==> config.mk <==
export PLATFORM = sky130hd
export DESIGN_NAME = pclb_divider
export DESIGN_NICKNAME = d
export VERILOG_FILES = /design/src/rtl/pclb_pkg.sv /design/src/rtl/pclb_divider.sv
export SDC_FILE = /design/constraint.sdc
export NUM_CORES = 1
export LEC_CHECK = 0
export BUFFER_PORTS_ARGS = -buffer_cell sky130_fd_sc_hd__buf_2
export CAP_MARGIN = 10
export CORE_UTILIZATION = 53
export CTS_CLUSTER_SIZE = 14
export DETAILED_ROUTE_END_ITERATION = 10
export PLACE_DENSITY = 0.81
export RECOVER_POWER = 50
export SYNTH_ARGS = -nofsm -noshare
export SYNTH_HDL_FRONTEND = slang
export SYNTH_SLANG_ARGS = --single-unit
==> constraint.sdc <==
create_clock -name clock -period 17.2 [get_ports clock]
set_input_delay 0 -clock clock [delete_from_list [all_inputs] [get_ports clock]]
set_output_delay 0 -clock clock [all_outputs]
set_load 0.01 [all_outputs]
==> src/rtl/pclb_pkg.sv <==
package pclb_pkg;

   localparam logic [1:0] ACT_CLEAR  = 2'd0;
   localparam logic [1:0] ACT_INSERT = 2'd1;
   localparam logic [1:0] ACT_MOVE   = 2'd2;
   localparam logic [1:0] ACT_QUERY  = 2'd3;

   localparam logic [1:0] ST_OK   = 2'd0;
   localparam logic [1:0] ST_OOB  = 2'd1;
   localparam logic [1:0] ST_FULL = 2'd2;

   localparam logic [2:0] REG_CELLS_X = 3'd0;
   localparam logic [2:0] REG_CELLS_Y = 3'd1;
   localparam logic [2:0] REG_CELLS_Z = 3'd2;
   localparam logic [2:0] REG_SCALE_X = 3'd3;
   localparam logic [2:0] REG_SCALE_Y = 3'd4;
   localparam logic [2:0] REG_SCALE_Z = 3'd5;

   localparam int DIV_NUM_W = 36;
   localparam int DIV_DEN_W = 13;
   localparam int DIV_DIGIT = 4;

   typedef struct packed {
      logic [1:0]         action;
      logic [13:0]        particle;
      logic signed [31:0] pos_x;
      logic signed [31:0] pos_y;
      logic signed [31:0] pos_z;
      logic [11:0]        query_cell;
   } req_type;

   typedef struct packed {
      logic [1:0]  status;
      logic [11:0] new_cell;
      logic [11:0] old_cell;
      logic        moved;
      logic [11:0] neighbour_cell;
      logic        last;
   } rsp_type;

   typedef struct packed {
      logic                 start;
      logic [DIV_NUM_W-1:0] dividend;
      logic [DIV_DEN_W-1:0] divisor;
   } div_req_type;

   typedef struct packed {
      logic                 done;
      logic [DIV_NUM_W-1:0] quotient;
      logic [DIV_DEN_W-1:0] remainder;
   } div_rsp_type;

endpackage

==> src/rtl/pclb_divider.sv <==
module pclb_divider
   import pclb_pkg::*;
(
   input  logic        clock,
   input  logic        reset,
   input  div_req_type div_req,
   output div_rsp_type div_rsp
);

   localparam int STEPS = DIV_NUM_W / DIV_DIGIT;
   localparam int SW    = $clog2(STEPS);

   logic                 busy_ff;
   logic                 done_ff;
   logic [SW-1:0]        step_ff;
   logic [DIV_NUM_W-1:0] quo_ff;
   logic [DIV_DEN_W-1:0] rem_ff;
   logic [DIV_DEN_W-1:0] den_ff;
   logic [DIV_DEN_W-1:0] rem_in;
   logic [DIV_DIGIT-1:0] qbits_in;

   // four restoring steps per cycle, remainder stays below the divisor
   always_comb begin
      logic [DIV_DEN_W:0] r;
      r = {1'b0, rem_ff};
      qbits_in = '0;
      for (int i = 0; i < DIV_DIGIT; i++) begin
         r = {r[DIV_DEN_W-1:0], quo_ff[DIV_NUM_W-1-i]};
         if (r >= {1'b0, den_ff}) begin
            r = r - {1'b0, den_ff};
            qbits_in[DIV_DIGIT-1-i] = 1'b1;
         end
      end
      rem_in = r[DIV_DEN_W-1:0];
   end

   always_ff @(posedge clock) begin
      if (reset) begin
         busy_ff <= 1'b0;
         done_ff <= 1'b0;
         step_ff <= '0;
      end else begin
         done_ff <= !div_req.start && busy_ff && (step_ff == SW'(STEPS - 1));
         if (div_req.start) begin
            busy_ff <= 1'b1;
            step_ff <= '0;
            quo_ff  <= div_req.dividend;
            rem_ff  <= '0;
            den_ff  <= div_req.divisor;
         end else if (busy_ff) begin
            quo_ff <= {quo_ff[DIV_NUM_W-DIV_DIGIT-1:0], qbits_in};
            rem_ff <= rem_in;
            if (step_ff == SW'(STEPS - 1)) begin
               busy_ff <= 1'b0;
            end else begin
               step_ff <= step_ff + SW'(1);
            end
         end
      end
   end

   assign div_rsp.done      = done_ff;
   assign div_rsp.quotient  = quo_ff;
   assign div_rsp.remainder = rem_ff;

endmodule
==> reports/qor.yml <==
netlist.area_leader.share_pct: 31.8
muxShareOfSynthArea_pct: 9.22
critical_path_class: "register to register"
synth.most_common_cell: "edfxtp_1"
violations: "hold timing, capacitance limit, slew limit"
numCtsBuffers: 9
async_flop_share_pct: 0
clock_path_buffers: 2
routed_wl_um: 18500
cts_resized: 0
syn_to_final_growth_pct: 20.6
postSynthAreaPerCell_sq_um: 9.81
skew_ns: 0.0104
clock_latency_ns: 0.36
tightest_slew_ns: 3.09
synth_common_cells: "62 x edfxtp_1, 54 x ha_1, 52 x nand2_1, 41 x mux2_2, 39 x nand4_1"
synth_cell_type_count: 68
fin_crit_sh_pct: 68.6
maxClockFrequency_mhz: 84.8
hold-worst-slack_ns: -0.00769
setup_viol: 0
gp_congestion: 1.00
synth_fa_ha_area_share_pct: 12.9
hold_start: "div_req[13]"
boundaryPins: 102
slew_viol_final: 58
cts-root-buf: "clkbuf_8"
reg2reg_slack_ns: 5.40
die_y_um: 107
synth_area_leaders: "edfxtp_1 32%, ha_1 12%, mux2_2 7.9%, nand4_1 4.2%, nand2_1 3.3%"
layout.nets: 847
fillers: 813
crit_path_start: "den_ff[0]"
hold_path.class: "input port to register"
grt_setup_unrepaired: "false"
clock-sinks: 68
grt_usage_pct: 33.2
max_slew_margin_pct: -106
finalHoldViolations: 1
synth_cells: 597
regArea_sq_um: 1980
core_sq_um: 10800
status: "finished with violations"
rows: 38
cp_slowest_cell: "a221o_1"
yosys.area_share.simple_pct: 16.1
dieArea_sq_um: 11500
cts.reportedPaths.clkPinSlew_ns: 0.08
dp_hpwl_um: 13300
antenna_found_initial: 0
grt_overflow: 0
ys_ff_latch: 68
crit_fanout: 27
synth-main-ff-cell: "edfxtp_1"
netlist_area_sq_um: 5860
grt_pass1_vias: 5513
cap_violations: 1
crit_arrival_ns: 11.90
cp_common_cell: "a21oi_1"
yosys_warnings: 0
n_antenna_cell: 0
multi_input_area_sq_um: 3640
num_vias: 5567
routed_via_density: 6.31
htreeDepth: 3
yosysSeqAreaShare_pct: 33.8
r2r-start: "den_ff[0]"
finalCriticalPeriod_ns: 11.80
wire_per_inst_um: 21.0
synth_top_family_by_area: "compound AO/OA/AOI/OAI gates"
floorplan.initialDensity_pct: 54.3
layout-drive-gt1-share_pct: 19.1
critPathRequiredTime_ns: 17.30
grt_max_degree: 58
drtPass1Iterations: 6
synth_top_area_cell: "edfxtp_1"
synth-compound-area-share_pct: 17.4
grt_pass1_wl_um: 28800
syn_nets: 707
initialDrtViolationCount: 887
die_x_um: 107
port_buffers: 101
end_kind: "register"
fin_setup_tns_ns: 0
cts_tree: "done"
synthXorXnorAreaFrac_pct: 6.43
ant_nets: 0
start_kind: "register"
drc: 0
slowest_delay_ns: 0.79
synth_edf_count: 62
-- layout by cell type (no fill, tap or decap), drive strengths merged, types with 9 or more instances in the layout --
cell,instances
o311ai,10
o21ai,26
ha,54
nand4,39
xor2,21
clkbuf,59
nand2,53
xnor2,22
dlygate4sd3,47
o31ai,9
a21o,11
buf,56
nand3,9
edfxtp,62
mux2,42
nor2,33
inv,34
nand2b,10
a21oi,37
nor3,15
-- logic make-up after synthesis --
| family | count (synthesis) |
|---|---|
| fa+ha+maj | 58 |
| simple gates | 185 |
| compound gates | 139 |
| xor+xnor | 43 |
| buf+inv | 56 |
| mux | 48 |
| flops | 68 |
-- state kept, by name, indices dropped and copies added (netlist names) --
register  count
busy_ff       1
den_ff       13
rem_ff       13
done_ff       1
step_ff       4
quo_ff       36
-- stage by stage --
stage / instance area [sq um] / instances / hold WS, ns / setup slack, ns / util, %
6_report: 7070 / 882 / -0.00769 / 5.40 / 65.5
2_1_floorplan: 5860 / 597 / 0.0989 / 7.62 / -
5_1_grt: 7070 / 882 / 0.0266 / 4.69 / 65.5
3_5_place_dp: 6450 / 818 / 0.180 / 6.00 / 59.8
4_1_cts: 7110 / 880 / 0.00340 / 5.87 / 65.9
3_3_place_gp: 6450 / 818 / 0.178 / 6.47 / 59.8
-- repair_timing --
action | in CTS | in global routing
endpoints found under the hold margin | 51 | 1
hold buffers | 46 | 1
setup buffers | 0 | 0
-- critical path: cells and delay by family (launching register included) --
family,cells,cell delay [ns]
AOI/OAI and AO/OA,24,6.86
and+or+nand+nor,8,1.83
adders and majority gates,5,1.71
DFF,1,0.47
muxes,1,0.43
buffers and inverters,2,0.24
-- cell type report --
cell class | instances | share of cell area [%]
Multi-Input combinational cell | 473 | 51.5
Timing Repair Buffer | 153 | 13.5
Clock buffer | 9 | 1.75
Tap cell | 140 | 2.48
Sequential cell | 68 | 28.0
Inverter | 32 | 1.70
Clock inverter | 7 | 1.06
-- final timing paths --
check,to,cells after the start
worst min register to register,done_ff,1
worst max register to register,rem_ff[2],40
worst max-delay path,rem_ff[2],40
worst min-delay path,quo_ff[0],3
-- routing by layer --
| metal | routed length (um) | track usage [%] |
|---|---|---|
| met5 | 0 | 0 |
| met4 | 736 | 14.7 |
| met1 | 7240 | 40.4 |
| met3 | 1520 | 6.57 |
| met2 | 9010 | 56.9 |
Power is not shown: default switching activity piles up to over one toggle a cycle in this logic, so the estimate is an artifact.
